### src/gain_matrix_mixer_with_lfe_defines.svh
// Assertion helpers for the mixer sources (included by gmm_back).
`ifndef GAIN_MATRIX_MIXER_WITH_LFE_DEFINES_SVH
`define GAIN_MATRIX_MIXER_WITH_LFE_DEFINES_SVH

// Checked on every edge outside reset.
`define GMM_ASSERT(lbl, prop, msg) \
  lbl: assert property (@(posedge clk_i) disable iff (!rst_ni) prop) \
    else $error(msg);

// Checked on every edge, reset included.
`define GMM_ASSERT_ALWAYS(lbl, prop, msg) \
  lbl: assert property (@(posedge clk_i) prop) else $error(msg);

`endif

### src/gmm_pkg.sv
package gmm_pkg;

  localparam int unsigned MAX_MATRIX_IN_DEF  = 16;
  localparam int unsigned MAX_MATRIX_OUT_DEF = 16;
  localparam int unsigned MAX_HOST_OUT_DEF   = 32;
  localparam int unsigned SAMPLE_BITS_DEF    = 24;
  localparam int unsigned GAIN_BITS_DEF      = 20;

  localparam int unsigned ACC_BITS    = 48;
  localparam int unsigned QUEUE_DEPTH = 2;
  localparam int unsigned CFG_IDX_W   = 3;
  localparam int unsigned CFG_DATA_W  = 6;
  localparam int unsigned CHAN_W      = 5;
  localparam int unsigned COEF_IDX_W  = 4;
  // wide enough for any channel times matrix output count plus an index
  localparam int unsigned ADDR_CALC_W = 13;

  typedef enum logic [CFG_IDX_W-1:0] {
    REG_MATRIX_INPUTS  = 3'd0,
    REG_MATRIX_OUTPUTS = 3'd1,
    REG_LFE_IN_INDEX   = 3'd2,
    REG_LFE_OUT_INDEX  = 3'd3,
    REG_HOST_INPUTS    = 3'd4,
    REG_HOST_OUTPUTS   = 3'd5
  } reg_idx_e;

  typedef enum logic [1:0] {
    OP_SKIP,
    OP_COEF,
    OP_MAC
  } op_e;

  typedef struct packed {
    op_e  op;
    logic frame_end;
  } ctrl_t;

  typedef struct packed {
    logic        [4:0] matrix_inputs;
    logic        [4:0] matrix_outputs;
    logic signed [5:0] lfe_in_index;
    logic signed [5:0] lfe_out_index;
    logic        [4:0] host_inputs;
    logic        [5:0] host_outputs;
  } cfg_t;

  typedef enum logic [2:0] {
    ST_INIT,
    ST_IDLE,
    ST_MAC,
    ST_DRAIN,
    ST_EMIT_RD,
    ST_EMIT_OUT
  } state_e;

  // channel sits on the LFE slot (negative index: no LFE)
  function automatic logic lfe_hit(logic [5:0] chan, logic signed [5:0] lfe);
    return !lfe[5] && (chan == $unsigned(lfe));
  endfunction

  // channel lies above the LFE slot and moves by one
  function automatic logic lfe_past(logic [5:0] chan, logic signed [5:0] lfe);
    return !lfe[5] && (chan > $unsigned(lfe));
  endfunction

endpackage

### src/gmm_front.sv
module gmm_front #(
  parameter int unsigned MAX_MATRIX_IN  = gmm_pkg::MAX_MATRIX_IN_DEF,
  parameter int unsigned MAX_MATRIX_OUT = gmm_pkg::MAX_MATRIX_OUT_DEF,
  parameter int unsigned SAMPLE_BITS    = gmm_pkg::SAMPLE_BITS_DEF,
  parameter int unsigned GAIN_BITS      = gmm_pkg::GAIN_BITS_DEF,
  localparam int unsigned GA_DEPTH = MAX_MATRIX_IN * MAX_MATRIX_OUT,
  localparam int unsigned GA_W     = (GA_DEPTH > 1) ? $clog2(GA_DEPTH) : 1,
  localparam int unsigned DW       = (SAMPLE_BITS > GAIN_BITS) ? SAMPLE_BITS : GAIN_BITS
) (
  input  logic                                  in_valid_i,
  output logic                                  in_stall_o,
  input  logic                                  mode_i,
  input  logic [gmm_pkg::CHAN_W-1:0]            channel_i,
  input  logic [gmm_pkg::COEF_IDX_W-1:0]        coef_out_index_i,
  input  logic signed [SAMPLE_BITS-1:0]         sample_in_i,
  input  logic signed [GAIN_BITS-1:0]           gain_value_i,
  input  logic                                  frame_end_i,
  input  gmm_pkg::cfg_t                         cfg_i,
  input  logic                                  init_done_i,
  input  logic                                  q_full_i,
  output logic                                  push_o,
  output gmm_pkg::ctrl_t                        ctrl_o,
  output logic [GA_W-1:0]                       base_o,
  output logic [DW-1:0]                         data_o
);

  localparam int unsigned XW = gmm_pkg::ADDR_CALC_W;

  logic [5:0]                  chan6;
  logic                        past;
  logic [gmm_pkg::CHAN_W-1:0]  m_idx;
  logic                        mac_ok, coef_ok;
  logic [XW-1:0]               base_full, coef_full;

  assign chan6 = {1'b0, channel_i};
  assign past  = gmm_pkg::lfe_past(chan6, cfg_i.lfe_in_index);
  // channels above the LFE input move down one matrix input
  assign m_idx = channel_i - gmm_pkg::CHAN_W'(past);

  assign mac_ok = (channel_i < cfg_i.host_inputs)
               && !gmm_pkg::lfe_hit(chan6, cfg_i.lfe_in_index)
               && (7'(m_idx) < 7'(cfg_i.matrix_inputs))
               && (7'(m_idx) < 7'(MAX_MATRIX_IN));
  assign coef_ok = (7'(channel_i) < 7'(MAX_MATRIX_IN))
                && (7'(coef_out_index_i) < 7'(MAX_MATRIX_OUT));

  assign base_full = XW'(m_idx) * XW'(MAX_MATRIX_OUT);
  assign coef_full = XW'(channel_i) * XW'(MAX_MATRIX_OUT) + XW'(coef_out_index_i);

  always_comb begin
    ctrl_o.frame_end = 1'b0;
    if (mode_i) begin
      ctrl_o.op = coef_ok ? gmm_pkg::OP_COEF : gmm_pkg::OP_SKIP;
      base_o    = coef_full[GA_W-1:0];
      data_o    = DW'(gain_value_i);
    end else begin
      ctrl_o.op        = mac_ok ? gmm_pkg::OP_MAC : gmm_pkg::OP_SKIP;
      ctrl_o.frame_end = frame_end_i;
      base_o           = base_full[GA_W-1:0];
      data_o           = DW'(sample_in_i);
    end
  end

  assign in_stall_o = !init_done_i || q_full_i;
  // transactions that change nothing are dropped here
  assign push_o = in_valid_i && !in_stall_o
               && !(ctrl_o.op == gmm_pkg::OP_SKIP && !ctrl_o.frame_end);

endmodule

### config.mk
export PLATFORM = sky130hd
export DESIGN_NAME = gmm_front
export DESIGN_NICKNAME = d
export VERILOG_FILES = /design/src/gain_matrix_mixer_with_lfe_defines.svh /design/src/gmm_pkg.sv /design/src/gmm_front.sv
export SDC_FILE = /design/constraint.sdc
export NUM_CORES = 1
export LEC_CHECK = 0
export ABC_AREA = 1
export BUFFER_PORTS_ARGS = -buffer_cell sky130_fd_sc_hd__buf_2
export CORE_ASPECT_RATIO = 1.75
export CORE_MARGIN = 4
export CORE_UTILIZATION = 35
export DETAILED_ROUTE_END_ITERATION = 16
export GPL_ROUTABILITY_DRIVEN = 0
export PLACE_DENSITY = 0.88
export SLEW_MARGIN = 40
export SYNTH_ARGS = -nofsm -noshare
export SYNTH_HDL_FRONTEND = slang
export SYNTH_SLANG_ARGS = --single-unit
### constraint.sdc
create_clock -name vclk -period 11.1
set_clock_uncertainty 0.15 [all_clocks]
set_input_delay 3.33 -clock vclk [all_inputs]
set_output_delay 3.33 -clock vclk [all_outputs]
set_load 0.01 [all_outputs]
; ---- Yosys cells after proc, flatten, opt, wreduce, memory -nomap -nowiden
; Cells that the tools add are included.
[word_totals]
regBits = 0
inputBits = 91
[op_classes]
n_addsub = 2
order_cmp = 5
eq_ne = 1
muxes = 6
reduce_logical = 16
[ops]
columns = operator, count
row1 = 2-to-1 mux 24 bit, 1
row2 = less-than comparator 5 bit, 2
row3 = less-than comparator 5 bit (second input constant), 2
row4 = adder 8 x 4 -> 8 bit, 1
row5 = logical AND 1 bit, 8
row6 = 2-to-1 mux 8 bit, 1
row7 = == test 5 x 6 -> 1 bit, 1
row8 = > comparator 5 x 6 -> 1 bit, 1
row9 = logical NOT 1 bit, 6
row10 = subtractor 5 x 1 -> 5 bit, 1
row11 = 2-to-1 mux 2 bit, 2
row12 = logical NOT 2 bit, 1
row13 = 2-to-1 mux 1 bit, 2
row14 = logical OR 1 bit, 1

; ---- Longest topological paths before layout
; Gate-level depths: netlist of run 1.
[depth]
ltp_word = 12
depth_mapped = 21

; ---- Least setup slack after synthesis of run 1
; Ideal clock, no wire load.
[synth_path]
path_kind = input to output
start = input cfg_i[20] (netlist bit)
end = output push_o
t_arrival_ps = 5441
t_required_ps = 7620
slack_ps = 2179
stages = 19
cell_sequence = inv_1 ha_1 nand2_1 nor3_1 a21oi_1 a21oi_1 ha_1 ha_1 nand3_2 nand2_2 inv_1 ha_1 nand2_1 nand2_1 nor2_2 nand3_2 nor2_4 nor2_2 nor2_2
[synth_lines]
columns = element, line
row1 = from (decl), gmm_front.sv:18  ; input gmm_pkg::cfg_t cfg_i,
row2 = to (decl), gmm_front.sv:21  ; output logic push_o,

; ---- Worst setup path in the final report of run 1
[layout_path]
start = input channel_i[3] (netlist bit)
end = output push_o
[layout_via]
elab_chain_len = 12
[layout_rtl]
columns = element, line
row1 = from (decl), gmm_front.sv:13  ; input logic [gmm_pkg::CHAN_W-1:0] channel_i,
row2 = > comparator 5 x 6 -> 1 bit or == test 5 x 6 -> 1 bit (tied branches), "gmm_pkg.sv:63, gmm_pkg.sv:58"
row3 = "logical AND 1 bit, on equally long branches", "gmm_pkg.sv:63, gmm_pkg.sv:58"
row4 = subtractor 5 x 1 -> 5 bit or logical NOT 1 bit (tied branches), "gmm_front.sv:38, gmm_front.sv:41"
row5 = less-than comparator 5 bit or logical AND 1 bit (tied branches), "gmm_front.sv:42, gmm_front.sv:41"
row6 = logical AND 1 bit, gmm_front.sv:42  ; && (7'(m_idx) < 7'(cfg_i.matrix_inputs))
row7 = logical AND 1 bit, gmm_front.sv:43  ; && (7'(m_idx) < 7'(MAX_MATRIX_IN));
row8 = 2-to-1 mux 2 bit, gmm_front.sv:57  ; ctrl_o.op = mac_ok ? gmm_pkg::OP_MAC : gmm_pkg::OP_SKIP;
row9 = 2-to-1 mux 2 bit (*), gmm_front.sv:52  ; if (mode_i) begin
row10 = logical NOT 2 bit (*), gmm_front.sv:67  ; && !(ctrl_o.op == gmm_pkg::OP_SKIP && !ctrl_o.frame_end);
row11 = logical AND 1 bit (*), gmm_front.sv:67
row12 = logical NOT 1 bit (*), gmm_front.sv:67
row13 = logical AND 1 bit (*), gmm_front.sv:67
; Mark *: on every way between the ends. The rest lies on a longest branch, timed or not.

==> reports/results.ini, run 1 <==
[die]
fp-row-count=24
initial_utilization=0.3630
io_pins=128
dieWidth_um=46.43
die_h_um=75.26
dieArea_um2=3494
coreArea_um2=2492

[setup_path]
crit_type=primary input to output pin
crit_arrival_ps=5840
crit_start=channel_i[3]
crit_path_end_kind=output pin
crit_fanout=4
required_ps=7620
critPathLaunchType=primary input

[finish]
fillers=260
design_area_um2=1468
nClkBuffers=0
seq_cells=0
layout-drive-gt1-share=0.4207
diodes=0
ff_latch_area_um2=0
final_cell_mix=111 x buf_2, 99 x nand2_1, 33 x inv_1
fin_cells=316
layout_commonest_cell=buf_2
multi_input_area_um2=744.5
area_delta_synth_final_pct=62.24
nNetsFinal=398

[yosys]
syn_area_um2=904.6
synthCells=184
ys.warnings.count=0
avgSynthCellArea_um2=4.916
yosysUniqueCellTypes=20
synth_top_cell_by_area=nand2_1
syn_nets=290
synth_top_area_frac=0.4108
ys_seq_area_frac=0
yosys-top-cells-area=nand2_1 41%, ha_1 21%, inv_1 14%

[detailed_routing]
drt_iter0_markers=14
vias=1397
via_per_inst=4.421
antenna_left=0
detail_route.wl_per_cell_um=9.392
first_pass_iters=4
drc=0
wl_um=2968

[pwr]
p_leak_uw=0.001107
total_power_uw=56.02
power.density_nw_per_um2=38.17
ir_drop_mv=0.01776

[global_route]
grt_pass1_vias=1105
grt_usage=0.1516
overflow=0
grt_max_degree=32
grt_pass1_wl_um=4209
antenna_found_initial=0

[placed_design]
hpwl_um=2691
portBuffers=111
placed_cells=316
postPlaceCellArea_um2=1468

[sta]
min_period_over_period=0.8398
slew-limit-headroom=0.6645
tightest_slew_ps=503.3
final-setup-viol-count=0
finalCriticalPeriod_ps=9322
slew_viol_final=0
setup_tns_ps=0
whs_ps=6768
fmax_mhz=107.3
hold_viol=0
grt_setup_unrepaired=no

[clock_tree]
hold_buffers=0
cts_resized=0
post_cts_buffers=0

[run]
cap_violations=0

[min_path]
hold_depth=3
min_path_type=primary input to output pin
worstHoldStart=init_done_i

[run_status]
status=completed

-- power by group --
part	switching (uW)	total, uW	internal, uW
logic	29.6	56.0	26.4
clock network	0	0	0
registers	0	0	0
total	29.6	56.0	26.4
-- synth_stat cells (all sizes together) --
cell    count
nor3        1
or2         1
nand2     100
nand3       5
buf         6
inv        34
nor2       10
ha         15
o21bai      1
a21oi       4
o21ai       5
xor2        2
-- logic make-up after synthesis --
logic type | synth area share
buffers and inverters | 0.1770
adders and majority gates | 0.2075
and+or+nand+nor | 0.5297
AOI/OAI and AO/OA | 0.05809
xor gates and xnor gates | 0.02767
-- layout make-up --
type | count | area share
multi-input cells | 144 | 0.5072
repair buffers | 112 | 0.3836
inverters | 34 | 0.08696
well taps | 26 | 0.02217
-- routing by layer --
layer | track usage | vias up | wire length (um)
met5 | 0 | - | 0
met3 | 0.02153 | 0 | 485
met2 | 0.3420 | 72 | 1600
li1 | - | 757 | -
met4 | 0 | 0 | 0
met1 | 0.1333 | 568 | 883
-- path summary, 6_finish.rpt --
path / to
worst max-delay path: push_o
worst min-delay path: in_stall_o
-- metrics by stage --
stage / util / setup WS (ps)
CTS: 0.5889 / 1738
floorplan: - / 2179
detailed placement: 0.5889 / 1737
global route: 0.5889 / 1509
global placement: 0.5889 / 1806
finish: 0.5889 / 1778
-- critical path, stage by stage --
cell and delay, ps:
buf_2 130, ha_1 300, nand2_1 70, nor3_1 130
a21oi_1 90, a21oi_1 180, ha_1 200, ha_1 230
xor2_1 210, ha_1 270, a21oi_1 130, nand2_1 80
nand2_1 60, nand2_1 80, nor2_4 130, nor2_2 40
nor2_2 60, buf_2 130
(Power assumes the default switching activity.)
==> inputs of run 2 (changes only) <==
--- a/config.mk
+++ b/config.mk
@@ -9,10 +9,10 @@
 export BUFFER_PORTS_ARGS = -buffer_cell sky130_fd_sc_hd__buf_2
 export CORE_ASPECT_RATIO = 1.75
 export CORE_MARGIN = 4
-export CORE_UTILIZATION = 35
+export CORE_UTILIZATION = 32
 export DETAILED_ROUTE_END_ITERATION = 16
 export GPL_ROUTABILITY_DRIVEN = 0
-export PLACE_DENSITY = 0.88
+export PLACE_DENSITY = 0.81
 export SLEW_MARGIN = 40
 export SYNTH_ARGS = -nofsm -noshare
 export SYNTH_HDL_FRONTEND = slang
==> constraint.sdc (replaced) <==
create_clock -name vclk -period 9.5
set_clock_uncertainty 0.15 [all_clocks]
set_input_delay 2.85 -clock vclk [all_inputs]
set_output_delay 2.85 -clock vclk [all_outputs]
set_load 0.01 [all_outputs]
==> run 2 against run 1 <==
  * Count of clock-buffer cells in the layout unchanged
  * Largest power group unchanged
  * Largest cell class unchanged
  * Global-route usage is 0.85 points lower
  * Sequential share of layout area did not move
==> reports/results.ini, run 2 (synthesis results as in run 1) <==
[finish]
seq_cells=0  ; unchanged
ff_latch_area_um2=0  ; unchanged
final_cell_mix=111 x buf_2, 99 x nand2_1, 33 x inv_1
nClkBuffers=0  ; unchanged
layout-drive-gt1-share=0.4187  ; -0.002005
layout_commonest_cell=buf_2
area_delta_synth_final_pct=61.55
fillers=290  ; +12%
diodes=0  ; unchanged
nNetsFinal=397  ; -0.25%
fin_util=0.5370  ; -0.05184
design_area_um2=1461  ; -0.43%

[global_route]
grt_max_degree=32  ; unchanged
antenna_found_initial=0  ; unchanged
overflow=0  ; unchanged
grt_pass1_wl_um=4305  ; +2.3%
grt_usage=0.1431  ; -0.008458
grt_pass1_vias=1136  ; +2.8%

[detailed_routing]
antenna_left=0  ; unchanged
via_per_inst=4.415  ; -0.14%
wl_um=3025  ; +1.9%
detail_route.wl_per_cell_um=9.573  ; +1.9%
first_pass_iters=4  ; unchanged
drc=0  ; unchanged
vias=1395  ; -0.14%
drt_iter0_markers=19  ; +5

[sta]
slew_viol_final=0  ; unchanged
slew-limit-headroom=0.4566  ; -0.2079
fmax_mhz=120.4
tightest_slew_ps=814.2  ; +310.9 ps
finalCriticalPeriod_ps=8305
hold_viol=0  ; unchanged
min_period_over_period=0.8742
grt_setup_unrepaired=no
final-setup-viol-count=0  ; unchanged
setup_tns_ps=0  ; unchanged

[min_path]
min_path_type=primary input to output pin
min_to=in_stall_o
worstHoldStart=init_done_i
hold_depth=3  ; unchanged

[setup_path]
critPathLaunchType=primary input
critical-path-top-delay-family=adder cells
crit_top_cell=ha_1
crit_fanout=4  ; unchanged
crit_chain=buf_2 -> ha_1 -> nand2_1 -> nor3_1 -> a21oi_1 -> a21oi_1 -> ha_1 -> ha_1 -> nand3_2 -> nand2_2 -> inv_1 -> ha_1 -> nand2_1 -> nand2_1 -> nor2_2 -> nand3_2 -> nor2_4 -> nor2_2 -> nor2_2 -> buf_2
cp.buffers_inverters=3  ; +1
slowest_delay_ps=290  ; about the same
crit_type=primary input to output pin
crit_path_end_kind=output pin
required_ps=6500  ; -1120 ps
cp_slowest_cell=ha_1
crit_arrival_ps=5300  ; -540 ps

[placed_design]
portBuffers=111  ; unchanged
postPlaceCellArea_um2=1461  ; -0.43%
hpwl_um=2674  ; -0.62%

[run_status]
status=completed

[die]
fp-row-count=25  ; +4.2%
dieWidth_um=48.19  ; +3.8%
die_h_um=78.34  ; +4.1%
coreArea_um2=2721  ; +9.2%
dieArea_um2=3775  ; +8.0%
initial_utilization=0.3324  ; -0.03054
io_pins=128  ; unchanged

[clock_tree]
cts_resized=0  ; unchanged
post_cts_buffers=0  ; unchanged
hold_buffers=0  ; unchanged

[pwr]
p_leak_uw=0.001102  ; -0.43%
power.density_nw_per_um2=44.86  ; +18%
ir_drop_mv=0.01823  ; +2.6%

[run]
cap_violations=0  ; unchanged

[run 2: cell count changes in the layout (fill, tap and decap cells not counted)]
cell   change
buf_4      -1
[run 2: power breakdown]
part	internal, uW	switching [uW]
registers	0	0
logic	30.6	34.9
clock network	0	0
total	30.6	34.9
[run 2: tightest hold or removal path: cells and delay by family]
kind	cells	cell delay [ps]
simple gates	1	40
buf+inv	2	220
[run 2: worst max path at each step]
stage / from / cells after the start / slack, ps / end
3_5_place_dp: channel_i[3] / 20 / 1160 / push_o
2_1_floorplan: cfg_i[20] / 19 / 1540 / push_o
5_1_grt: channel_i[3] / 22 / 960 / push_o
6_report: channel_i[3] / 20 / 1200 / push_o
3_3_place_gp: channel_i[3] / 19 / 1170 / push_o
4_1_cts: channel_i[3] / 20 / 1160 / push_o
[run 2: layout make-up]
cell class,instances,area [um^2],area share
inverters,34,127.6,0.08733
repair buffers,111,555.5,0.3801
well taps,27,33.78,0.02312
multi-input cells,144,744.5,0.5094
[run 2: routing by layer]
metal / vias up / track usage / wire length, um
met4: 0 / 0.02695 / 57
met3: 6 / 0.006881 / 379
met2: 69 / 0.2945 / 1598
met5: - / 0 / 0
met1: 564 / 0.1358 / 989
li1: 756 / - / -
[run 2: through the flow]
stage / hold WS, ps / setup WS, ps / power (uW) / cells
floorplan: 5602 / 1539 / 35.95 / 184
global placement: 5804 / 1174 / 65.22 / 316
detailed placement: 5807 / 1160 / 66.47 / 316
CTS: 5807 / 1157 / 66.71 / 316
global route: 5838 / 958.5 / 75.83 / 316
finish: 5805 / 1195 / 65.56 / 316
