===== src/gain_matrix_mixer_with_lfe_defines.svh =====
// Assertion helpers for the mixer sources (included by gmm_back).
`ifndef GAIN_MATRIX_MIXER_WITH_LFE_DEFINES_SVH
`define GAIN_MATRIX_MIXER_WITH_LFE_DEFINES_SVH

// Checked on every edge outside reset.
`define GMM_ASSERT(lbl, prop, msg) \
  lbl: assert property (@(posedge clk_i) disable iff (!rst_ni) prop) \
    else $error(msg);

// Checked on every edge, reset included.
`define GMM_ASSERT_ALWAYS(lbl, prop, msg) \
  lbl: assert property (@(posedge clk_i) prop) else $error(msg);

`endif


===== src/gmm_queue.sv =====
module gmm_queue #(
  parameter int unsigned WIDTH = 8,
  parameter int unsigned DEPTH = 2
) (
  input  logic             clk_i,
  input  logic             rst_ni,
  input  logic             push_i,
  input  logic [WIDTH-1:0] data_i,
  output logic             full_o,
  input  logic             pop_i,
  output logic             valid_o,
  output logic [WIDTH-1:0] data_o
);

  localparam int unsigned PTR_W = (DEPTH > 1) ? $clog2(DEPTH) : 1;
  localparam int unsigned CNT_W = $clog2(DEPTH + 1);

  logic [WIDTH-1:0] slots_q [DEPTH];
  logic [PTR_W-1:0] wr_ptr_q, wr_ptr_d, rd_ptr_q, rd_ptr_d;
  logic [CNT_W-1:0] cnt_q, cnt_d;
  logic             do_push, do_pop;

  assign full_o  = (cnt_q == CNT_W'(DEPTH));
  assign valid_o = (cnt_q != '0);
  assign data_o  = slots_q[rd_ptr_q];
  assign do_push = push_i && !full_o;
  assign do_pop  = pop_i && valid_o;

  always_comb begin
    wr_ptr_d = wr_ptr_q;
    rd_ptr_d = rd_ptr_q;
    cnt_d    = cnt_q;
    if (do_push) begin
      wr_ptr_d = (wr_ptr_q == PTR_W'(DEPTH - 1)) ? '0 : wr_ptr_q + PTR_W'(1);
    end
    if (do_pop) begin
      rd_ptr_d = (rd_ptr_q == PTR_W'(DEPTH - 1)) ? '0 : rd_ptr_q + PTR_W'(1);
    end
    if (do_push && !do_pop) begin
      cnt_d = cnt_q + CNT_W'(1);
    end else if (do_pop && !do_push) begin
      cnt_d = cnt_q - CNT_W'(1);
    end
  end

  always_ff @(posedge clk_i or negedge rst_ni) begin
    if (!rst_ni) begin
      wr_ptr_q <= '0;
      rd_ptr_q <= '0;
      cnt_q    <= '0;
    end else begin
      wr_ptr_q <= wr_ptr_d;
      rd_ptr_q <= rd_ptr_d;
      cnt_q    <= cnt_d;
    end
  end

  always_ff @(posedge clk_i) begin
    if (do_push) begin
      slots_q[wr_ptr_q] <= data_i;
    end
  end

endmodule


===== config.mk =====
export PLATFORM = sky130hd
export DESIGN_NAME = gmm_queue
export DESIGN_NICKNAME = d
export VERILOG_FILES = /design/src/gain_matrix_mixer_with_lfe_defines.svh /design/src/gmm_queue.sv
export SDC_FILE = /design/constraint.sdc
export NUM_CORES = 1
export LEC_CHECK = 0
export ABC_AREA = 1
export BUFFER_PORTS_ARGS = -buffer_cell sky130_fd_sc_hd__buf_2
export CORE_UTILIZATION = 44
export DETAILED_ROUTE_END_ITERATION = 10
export PLACE_DENSITY = 0.74
export SYNTH_ARGS = -nofsm -noshare
export SYNTH_HDL_FRONTEND = slang
export SYNTH_SLANG_ARGS = --single-unit
export TNS_END_PERCENT = 100

===== constraint.sdc =====
create_clock -name clk_i -period 1.4 [get_ports clk_i]
set_input_delay 0.07 -clock clk_i [delete_from_list [all_inputs] [get_ports clk_i]]
set_output_delay 0.07 -clock clk_i [all_outputs]
set_load 0.01 [all_outputs]

### Yosys cells after proc, flatten, opt, wreduce, memory -nomap -nowiden

Memory sizes are Yosys's and may differ from the RTL's.
Cells that the tools add are included.

* input port bits: 12
* memories: 1
* bits in writable memories: 16
* register bits after elaboration: 4
* logic and storage cells: 24

* add/subtract/negate cells: 4
* reductions and logical operators: 9
* equality and inequality tests: 1
* multiplexer cells: 6

Memories
* slots_q: depth 2, bits a word 8, read ports 1, clocked after Yosys merged registers in 0, write ports 1, line gmm_queue.sv:18 `logic [WIDTH-1:0] slots_q [DEPTH];`

Operators with widths (number)
* 1-bit logical AND: 4
* 1-bit 2-to-1 mux: 4
* 2-bit 2-to-1 mux: 2
* 2-bit nonzero test: 2
* 1-bit zero test: 3
* 1-bit adder (second input constant): 2
* 2-bit by 1-bit adder with 2-bit output (second input constant): 1
* 2-bit == test (second input constant): 1
* 2-bit by 1-bit subtractor with 2-bit output (second input constant): 1

### Longest topological paths before layout

Gate-level depths: netlist of the first run.

* depth in word-level cells: 7
* gate-level depth with buffers: 9

### Worst setup path before layout of the first run

OpenSTA, ideal clock, no wires.

* path type: reg-to-reg
* start point: register cnt_q[0]
* end point: register cnt_q[1]
* path slack: 69 ps
* cell stages (with the launch flop): 8
* clock period less this slack: 1331 ps
* library setup time: 117 ps
* path buffers: 0
* arrival: 1214 ps
* path through: dfrtp_1 > nor2_2 > nor2_4 > ha_1 > inv_1 > nand3_1 > nand2_1 > nand2_1

* word-level cells in the longest chain between the ends: 6
* elaborated cells between the ends (all ways): 14
* classes of those cells: add/sub: 2; eq/ne: 1; mux: 2; reduce/logical: 9

Ends and longest elaborated chain
* from (decl): line gmm_queue.sv:20 `logic [CNT_W-1:0] cnt_q, cnt_d;`
* from (signal assigned): line gmm_queue.sv:54 `cnt_q <= cnt_d;`
* 2-bit == test (*): line gmm_queue.sv:23 `assign full_o = (cnt_q == CNT_W'(DEPTH));`
* named net full_o: line gmm_queue.sv:9 `output logic full_o,`
* 1-bit zero test (*): line gmm_queue.sv:26 `assign do_push = push_i && !full_o;`
* 1-bit logical AND (*): line gmm_queue.sv:26
* 1-bit zero test: line gmm_queue.sv:41 `end else if (do_pop && !do_push) begin`
* 1-bit logical AND: line gmm_queue.sv:41
* 2-bit nonzero test (no source line)

Mark *: on every way through the listed nets, which the timed path passes. The rest lies on a longest branch. The select of a mux whose other input is x is not followed.
A chain may end at the register's enable or synchronous reset.

### Worst setup path in the final report of the first run

* start point: register cnt_q[0]
* end point: register cnt_q[1]

* word-level cells in the longest chain between the ends: 6
* elaborated cells between the ends (all ways): 14
* classes of those cells: add/sub: 2; eq/ne: 1; mux: 2; reduce/logical: 9

Ends and longest elaborated chain (line)
* 2-bit == test: gmm_queue.sv:23
* 1-bit zero test: gmm_queue.sv:26
* 1-bit logical AND: gmm_queue.sv:26
* 1-bit zero test: gmm_queue.sv:41
* 1-bit logical AND: gmm_queue.sv:41
* 2-bit nonzero test (no source line)

Several ways; a longest one is shown, not always the timed one. The select of a mux whose other input is x is not followed.

==> impl_metrics.toml, run 1 <==
[synthesis]
synth_area_leaders = "edfxtp_1 (58%), nand2_1 (14%), dfrtp_1 (12%)"
synth_xor_xnor_area_share_pct = 1.05
syn_inst = 73
ys_ff_latch = 20
synthAdderAreaFrac_pct = 1.50
syn_area_um2 = 833
syn_area_per_cell_um2 = 11.4
muxShareOfSynthArea_pct = 0
synth_nets = 86
synth_compound_area_share_pct = 0.601
yosysTopAreaCellShare_pct = 57.7
synth-seq-area-share_pct = 69.7
synth_top_family_by_area = "simple AND/OR/NAND/NOR gates"
yosys.area.top_type = "edfxtp_1"
ys_types = 15
synthSimpleGateAreaFrac_pct = 21.2
synth-warning-count = 0

[global_route]
grt_use_total_pct = 16.9
grt_pass1_vias = 521
grt_pass1_wl_mm = 2.24
grt_overflow = 0
grt_max_degree = 13
antenna_found_initial = 0

[worst_hold_path]
min-delay-start = "pop_i"
hold_path.class = "primary input to register"
min_to = "rd_ptr_q"
holdPathStages = 3

[power]
vdd_ir_drop_max_v = 0.00121
powerDensity_nw_per_um2 = 1980
p_total_uw = 2240
p_leak_uw = 0.000512

[cts]
insertion_delay_ps = 300
cts_tree = "yes"
clkSinkCount = 20
clock_path_buffers = 2
path_clk_slew_ps = 110
root_buffer = "clkbuf_4"
htree_levels = 1
cts_buffers = 3

[die]
coreArea_um2 = 1750
die_y_um = 45.5
ioPinCount = 22
die_w_um = 45.5
start_util_pct = 47.7
row_count = 15
dieArea_um2 = 2070

[cells_and_area]
stdcell_area_um2 = 1130
multi_input_area_um2 = 220
final_cell_mix = "nand2_1 (32), buf_2 (21), edfxtp_1 (16)"
n_antenna_cell = 0
n_fill_cell = 135
regArea_um2 = 583
syn_to_final_growth_pct = 36.0
drive_above_1_share_pct = 36.1
final_nets = 122
layout_commonest_cell = "nand2_1"

[sta]
skew_ps = 5.16
hold_viol = 0
finalCriticalPeriod_ps = 1250
setup_viol = 0
rsz0062_at_grt = "false"
fin_crit_sh_pct = 89.4
setup_tns_ps = 0
fmax_mhz = 799
hold-worst-slack_ps = 41.5
tightest_slew_ps = 237
max_slew_margin_pct = 84.0
worst_slack_ps = 149
finalMaxSlewViolations = 0

[route]
vias = 589
wl_mm = 1.46
viasPerCell = 4.43
drt_iter0_drc = 7
drc = 0
ant_nets = 0
drtPass1Iterations = 3
wl_per_cell_um = 11.0

[worst_setup_path]
cp-start-kind = "register"
slowest_stage = "dfrtp_2"
path_max_fanout = 5
worstReg2RegStart = "cnt_q[0]"
criticalPathCategory = "register to register"
ff2ff_setup_slack_ps = 150
max_stage_delay_ps = 460
crit_arrival_ps = 1460
worstPathRequired_ps = 1610
crit_chain = "inv_2 -> nand2_2 -> nand2_2 -> ha_4 -> inv_1 -> nand3_1 -> nand2_1 -> nand2_1"
end_kind = "register"
rr_endpoint = "cnt_q[1]"
reg2reg_depth = 8
startpoint = "cnt_q[0]"

[job]
max-cap-violations = 0

[place]
placed_cell_area_um2 = 957
dp_hpwl_um = 967
place_worst_setup_slack_ps = 50.7
gp_congestion = 0.774
io_buffers = 21

[run_status]
status = "complete, no violations"
==> cells in the mapped netlist <==
master    count
nand2_1      32
edfxtp_1     16
buf_12        1
nor2_4        1
nand4_1       1
nor2_2        1
o21ai_0       1
inv_1         6
inv_2         2
dfrtp_1       4
xnor2_1       1
ha_1          1
nor2_1        1
nand3_1       2
nand2_2       3
==> logic make-up (layout without fill, tap and decap cells) <==
logic type | Yosys count | count (layout)
AND/OR/NAND/NOR | 41 | 41
flip-flops | 20 | 20
buffers and inverters | 9 | 44
adder cells (fa/ha/maj) | 1 | 1
AO/OA/AOI/OAI | 1 | 1
XOR/XNOR | 1 | 1
==> worst max-delay path, delay by kind of cell, from the launching register on <==
kind / cells / cell delay [ps]
simple gates: 5 / 340
fa+ha+maj: 1 / 210
flops: 1 / 460
buf+inv: 2 / 150
==> worst max-delay path by stage <==
| stage | end | slack [ps] | cells past startpoint |
|---|---|---|---|
| finish | cnt_q[1] | 150 | 8 |
| global route | cnt_q[1] | 30 | 8 |
| CTS | data_o[2] | 3 | 4 |
| detailed placement | cnt_q[1] | 50 | 7 |
| global placement | slots_q[0][0] | 100 | 5 |
| floorplan | cnt_q[1] | 70 | 7 |
==> where the power goes <==
group | internal, µW | switching (µW) | total, µW
registers | 832 | 112 | 944
clock network | 289 | 174 | 463
logic | 343 | 491 | 834
total | 1460 | 777 | 2240
==> metrics by stage <==
| step | std cells | util, % |
|---|---|---|
| global route | 133 | 64.9 |
| CTS | 132 | 63.0 |
| detailed placement | 119 | 54.8 |
| finish | 133 | 64.9 |
| global placement | 119 | 54.8 |
| floorplan | 73 | - |
==> layout make-up <==
type / instances / share of cell area (%)
sequential: 20 / 51.4
timing repair buffer: 32 / 18.5
tap: 25 / 2.76
multi-input combinational: 44 / 19.4
clock inverter: 1 / 2.65
inverter: 8 / 3.20
clock buffer: 3 / 1.99
==> what timing repair did <==
action                                  in CTS  in global routing
endpoints found under the setup margin       0                 17
hold endpoints to repair                    20                  0
hold buffers                                 9                  0
setup buffers                                0                  1
resized for setup                            0                  7
==> per-layer routing <==
| layer | vias to the layer above | track usage, % | share of wire, % |
|---|---|---|---|
| met3 | 2 | 4.76 | 2.1 |
| met4 | 0 | 12.7 | 1.4 |
| met1 | 272 | 18.1 | 41 |
| met2 | 11 | 28.0 | 55 |
| met5 | - | 0 | 0 |
| li1 | 304 | - | - |
==> registers in the layout (all words and copies together) (netlist names) <==
register	cells
cnt_q	2
rd_ptr_q	1
slots_q	16
wr_ptr_q	1
Power figures use the tool's default switching activity.
==> run 2, diff against run 1 <==
- RECOVER_POWER: default -> 25
==> run 2 against run 1 <==
Sequential share of layout area is 0.057 points higher. Utilization is 0.072 points lower. Sequential power hardly changed. Critical path depth is the same. First-iteration DRC count unchanged. Clock-buffer cell count unchanged.
==> impl_metrics.toml, run 2 (synthesized netlist as in run 1, its figures left out) <==
[run_status]
status = "complete, no violations"

[job]
max-cap-violations = 0

[cells_and_area]
final_nets = 122
top_register = "slots_q"
drive_above_1_share_pct = 35.2
layout_commonest_cell = "nand2_1"
final_cell_mix = "nand2_1 (32), buf_2 (19), edfxtp_1 (16)"
largest_reg_flops = 16
syn_to_final_growth_pct = 35.9
post-route-util_pct = 64.9
n_fill_cell = 136
n_antenna_cell = 0
reg_top3 = "slots_q: 16 flops, cnt_q: 2 flops"

[route]
drc = 0
vias = 589
drtPass1Iterations = 3
wl_mm = 1.46
viasPerCell = 4.43
wl_per_cell_um = 11.0
ant_nets = 0
drt_iter0_drc = 7

[sta]
hold_viol = 0
rsz0062_at_grt = "false"
setup_tns_ps = 0
worst_slack_ps = 148
tightest_slew_ps = 259
setup_viol = 0
fmax_mhz = 799
max_slew_margin_pct = 82.7
finalCriticalPeriod_ps = 1250
skew_ps = 5.01
fin_crit_sh_pct = 89.4
finalMaxSlewViolations = 0

[power]
vdd_ir_drop_max_v = 0.00121
p_int_uw = 1460
powerDensity_nw_per_um2 = 1980
p_switching_uw = 778
pwr-share-comb_pct = 37.2
pwr-share-seq_pct = 42.1
power.share.clock_pct = 20.7
sw_frac_of_total_pct = 34.7
p_leak_uw = 0.000510

[die]
dieArea_um2 = 2070
die_w_um = 45.5
die_y_um = 45.5
coreArea_um2 = 1750
row_count = 15
start_util_pct = 47.7
ioPinCount = 22

[cts]
cts_tree = "yes"
root_buffer = "clkbuf_4"
clkSinkCount = 20
path_clk_slew_ps = 110
insertion_delay_ps = 300
clock_path_buffers = 2
cts_buffers = 3
htree_levels = 1

[global_route]
grt_busiest_layer = "met2"
grt_use_total_pct = 16.9
met2_usage_pct = 28.0
antenna_found_initial = 0
grt_overflow = 0
grt_pass1_wl_mm = 2.24
use_met3_pct = 4.76
grt.met1_usage_pct = 18.1
grt_pass1_vias = 521
grt_max_degree = 13

[place]
io_buffers = 21
gp_congestion = 0.774
place_worst_setup_slack_ps = 50.7
dp_hpwl_um = 967

[worst_setup_path]
slowest_stage = "dfrtp_2"
end_kind = "register"
path_buf_inv = 2
worstPathRequired_ps = 1610
criticalPathCategory = "register to register"
max_stage_delay_ps = 460
cp-start-kind = "register"
crit_arrival_ps = 1460
crit_chain = "inv_2 -> nand2_2 -> nand2_2 -> ha_4 -> inv_1 -> nand3_1 -> nand2_1 -> nand2_1"
path_delay_family = "flip-flops"
path_max_fanout = 5

[worst_hold_path]
hold_path.class = "primary input to register"
-- run 2: cell types whose count changed in the layout (fill, tap and decap cells not counted) --
cell | previous run | this run
clkbuf_1 | 0 | 1
buf_2 | 21 | 19
clkbuf_2 | 0 | 1
-- run 2: worst paths after layout --
path                           from        to  slack (ps)  cells past startpoint
max                        cnt_q[0]  cnt_q[1]         150                      8
min                           pop_i  rd_ptr_q          40                      3
max reg2reg                cnt_q[0]  cnt_q[1]         150                      8
min reg2reg                wr_ptr_q  wr_ptr_q         500                      2
max in group asynchronous    rst_ni  rd_ptr_q        1020                      2
min in group asynchronous    rst_ni  cnt_q[0]         150                      2
-- run 2: per-layer routing --
metal  vias to the layer above  routed length (µm)
met3                         2                  31
met2                        11                 812
met1                       273                 598
met5                         -                   0
met4                         0                  21
li1                        303                   -
-- run 2: power by group through the flow --
stage / registers [µW] / logic [µW] / clock network, µW
6_report: 944 / 835 / 463
5_1_grt: 963 / 955 / 503
4_1_cts: 932 / 774 / 479
3_5_place_dp: 943 / 753 / 0
3_3_place_gp: 936 / 726 / 0
2_1_floorplan: 899 / 579 / 0
-- run 2: layout make-up --
type                       instances  area (µm²)  area share [%]
timing repair buffer              32         209            18.5
multi-input combinational         44         220            19.4
clock buffer                       3        22.5            1.99
sequential                        20         583            51.5
tap                               25        31.3            2.76
clock inverter                     1        30.0            2.65
inverter                           8        36.3            3.20
-- run 2: metrics by stage --
stage	area (µm²)	instances	hold WS [ps]	power (µW)
2_1_floorplan	833	73	-226	1480
4_1_cts	1100	132	39.7	2180
3_3_place_gp	957	119	-117	1660
5_1_grt	1130	133	47.1	2420
6_report	1130	133	42.5	2240
3_5_place_dp	957	119	-113	1700
-- run 2: what timing repair did --
action                                  CTS  global route
hold buffers                              9             0
buffers inserted                          0             1
resized for setup                         0             7
endpoints found under the setup margin    0            17
hold endpoints to repair                 20             0
-- run 2: worst min-delay path, delay by kind of cell --
kind	cells	cell delay (ps)
simple gates	2	140
buf+inv	1	110
==> run 3, diff against run 2 <==
- CORE_UTILIZATION: 44 -> 49
- PLACE_DENSITY: 0.74 -> 0.86
- clock period: 1.4 -> 1.3 ns (I/O delays scaled with it)
==> run 3 against run 2 <==
Clock skew is 1.7 ps lower. Setup slack got worse by 130 ps. Non-clock buffer count up 7. Combinational power rose by 33%. Sequential cell count did not move. Total power up 18%. Cell area up 5.2%. Hold slack worse by 4.5 ps. Critical path type is now register to output pin. Largest power group is now combinational logic.
==> impl_metrics.toml, run 3 (synthesized netlist as in run 1, its figures left out) <==
[cells_and_area]
drive_above_1_share_pct = 42.6
largest_reg_flops = 16
stdcell_area_um2 = 1190
syn_to_final_growth_pct = 42.9
regArea_um2 = 583
multi_input_area_um2 = 230
post-route-util_pct = 77.3
final_nets = 129
n_antenna_cell = 0
layout_commonest_cell = "nand2_1"
reg_top3 = "slots_q: 16 flops, cnt_q: 2 flops"
final_cell_mix = "nand2_1 (31), buf_2 (20), edfxtp_1 (16)"
fin_cells = 131
n_fill_cell = 96
top_register = "slots_q"

[route]
viasPerCell = 4.98
drc = 0
highest_layer = "met4"
ant_nets = 0
wl_mm = 1.78
wl_per_cell_um = 13.6
drt_iter0_drc = 21
wl_met1_um = 653
route.met3.wl_um = 86
met2_length_mm = 1.02
drtPass1Iterations = 4
vias = 653

[worst_setup_path]
max_stage_delay_ps = 500
reg2reg_depth = 3
crit_chain = "inv_4 -> nand2_1 -> nand2_1 -> buf_2"
slowest_stage = "dfrtp_2"
path_buf_inv = 2
crit_top_cell = "nand2_1"
path_delay_family = "flip-flops"
worstPathRequired_ps = 1240
crit_arrival_ps = 1220
criticalPathCategory = "register to output pin"
path_max_fanout = 9
rr_endpoint = "slots_q[1][6]"
end_kind = "output pin"
cp-start-kind = "register"
worstReg2RegStart = "cnt_q[0]"
ff2ff_setup_slack_ps = 20

[power]
pwr-share-seq_pct = 39.0
p_total_uw = 2650
p_switching_uw = 933
pwr-share-comb_pct = 42.0
vdd_ir_drop_max_v = 0.00143
sw_frac_of_total_pct = 35.2
powerDensity_nw_per_um2 = 2230
p_int_uw = 1720
power.share.clock_pct = 19.0
p_leak_uw = 0.000555

[sta]
setup_viol = 0
finalCriticalPeriod_ps = 1280
fin_crit_sh_pct = 98.8
max_slew_margin_pct = 75.9
rsz0062_at_grt = "true"
hold_viol = 0
skew_ps = 3.33
finalMaxSlewViolations = 0
fmax_mhz = 779
tightest_slew_ps = 358
worst_slack_ps = 15.9

[worst_hold_path]
holdPathStages = 3
hold_path.class = "primary input to register"
min-delay-start = "pop_i"
min_to = "rd_ptr_q"

[cts]
clkSinkCount = 20
cts_buffers = 3
insertion_delay_ps = 300
cts_tree = "yes"
root_buffer = "clkbuf_4"
clock_path_buffers = 2
path_clk_slew_ps = 110
htree_levels = 1

[place]
placed_cell_area_um2 = 983
place_inst = 114
dp_hpwl_mm = 1.03
gp_congestion = 0.739
place_worst_setup_slack_ps = -47.8
io_buffers = 21

[die]
die_w_um = 43.2
start_util_pct = 54.1
coreArea_um2 = 1540
die_y_um = 43.2
ioPinCount = 22
dieArea_um2 = 1870
row_count = 14

[global_route]
grt_overflow = 0
grt_max_degree = 13
grt_pass1_wl_mm = 2.53
grt_pass1_vias = 628
grt_use_total_pct = 19.2
antenna_found_initial = 0

[job]
max-cap-violations = 0

[run_status]
status = "complete, no violations"
## run 3: how the worst max path moves through the flow
stage                     startpoint        end  slack [ps]  cells past startpoint
final                       rd_ptr_q  data_o[0]          20                      4
after global routing        rd_ptr_q  data_o[0]         -50                      4
after CTS                   rd_ptr_q  data_o[5]          20                      4
after detailed placement    cnt_q[0]   cnt_q[1]         -50                      8
after global placement      cnt_q[0]   cnt_q[1]          20                      8
after floorplan             cnt_q[0]   cnt_q[1]          -7                      8
## run 3: repair_timing
action | 4_1_cts | 5_1_grt
hold endpoints to repair | 20 | 0
endpoints found under the setup margin | 9 | 25
hold buffers | 9 | 0
gates cloned | 0 | 0
pin swaps | 1 | 5
setup buffers | 0 | 4
gates resized for setup | 4 | 8
## run 3: cell type report
cell class,instances,share of cell area (%)
Sequential cell,20,48.9
Timing Repair Buffer,39,22.9
Multi-Input combinational cell,44,19.3
Inverter,8,2.73
Clock inverter,1,2.52
Clock buffer,3,1.89
Tap cell,16,1.68
## run 3: per-stage QoR
step                      hold WS (ps)  setup TNS, ps
after floorplan                   -231          -6.65
after global placement            -123              0
after detailed placement          -124          -47.8
after CTS                         30.6              0
after global routing              26.4           -686
final                             38.0              0
## run 3: worst register-to-register path, cell delays in order (launching register included)
cell,delay [ps]
dfrtp_2,480
o21ai_0,340
nor2_2,80
buf_4,160
## run 3: power by group through the flow
stage	Sequential, µW	Combinational, µW	Clock [µW]
6_report	1030	1110	505
4_1_cts	1020	950	510
2_1_floorplan	973	640	0
5_1_grt	1050	1230	531
3_3_place_gp	1010	862	0
3_5_place_dp	1030	889	0
## run 3: per-layer routing
layer  track usage (%)  vias up
met2              35.5       20
met5                 0        -
met1              20.9      311
met3              4.26        4
li1                  -      318
met4              7.27        0
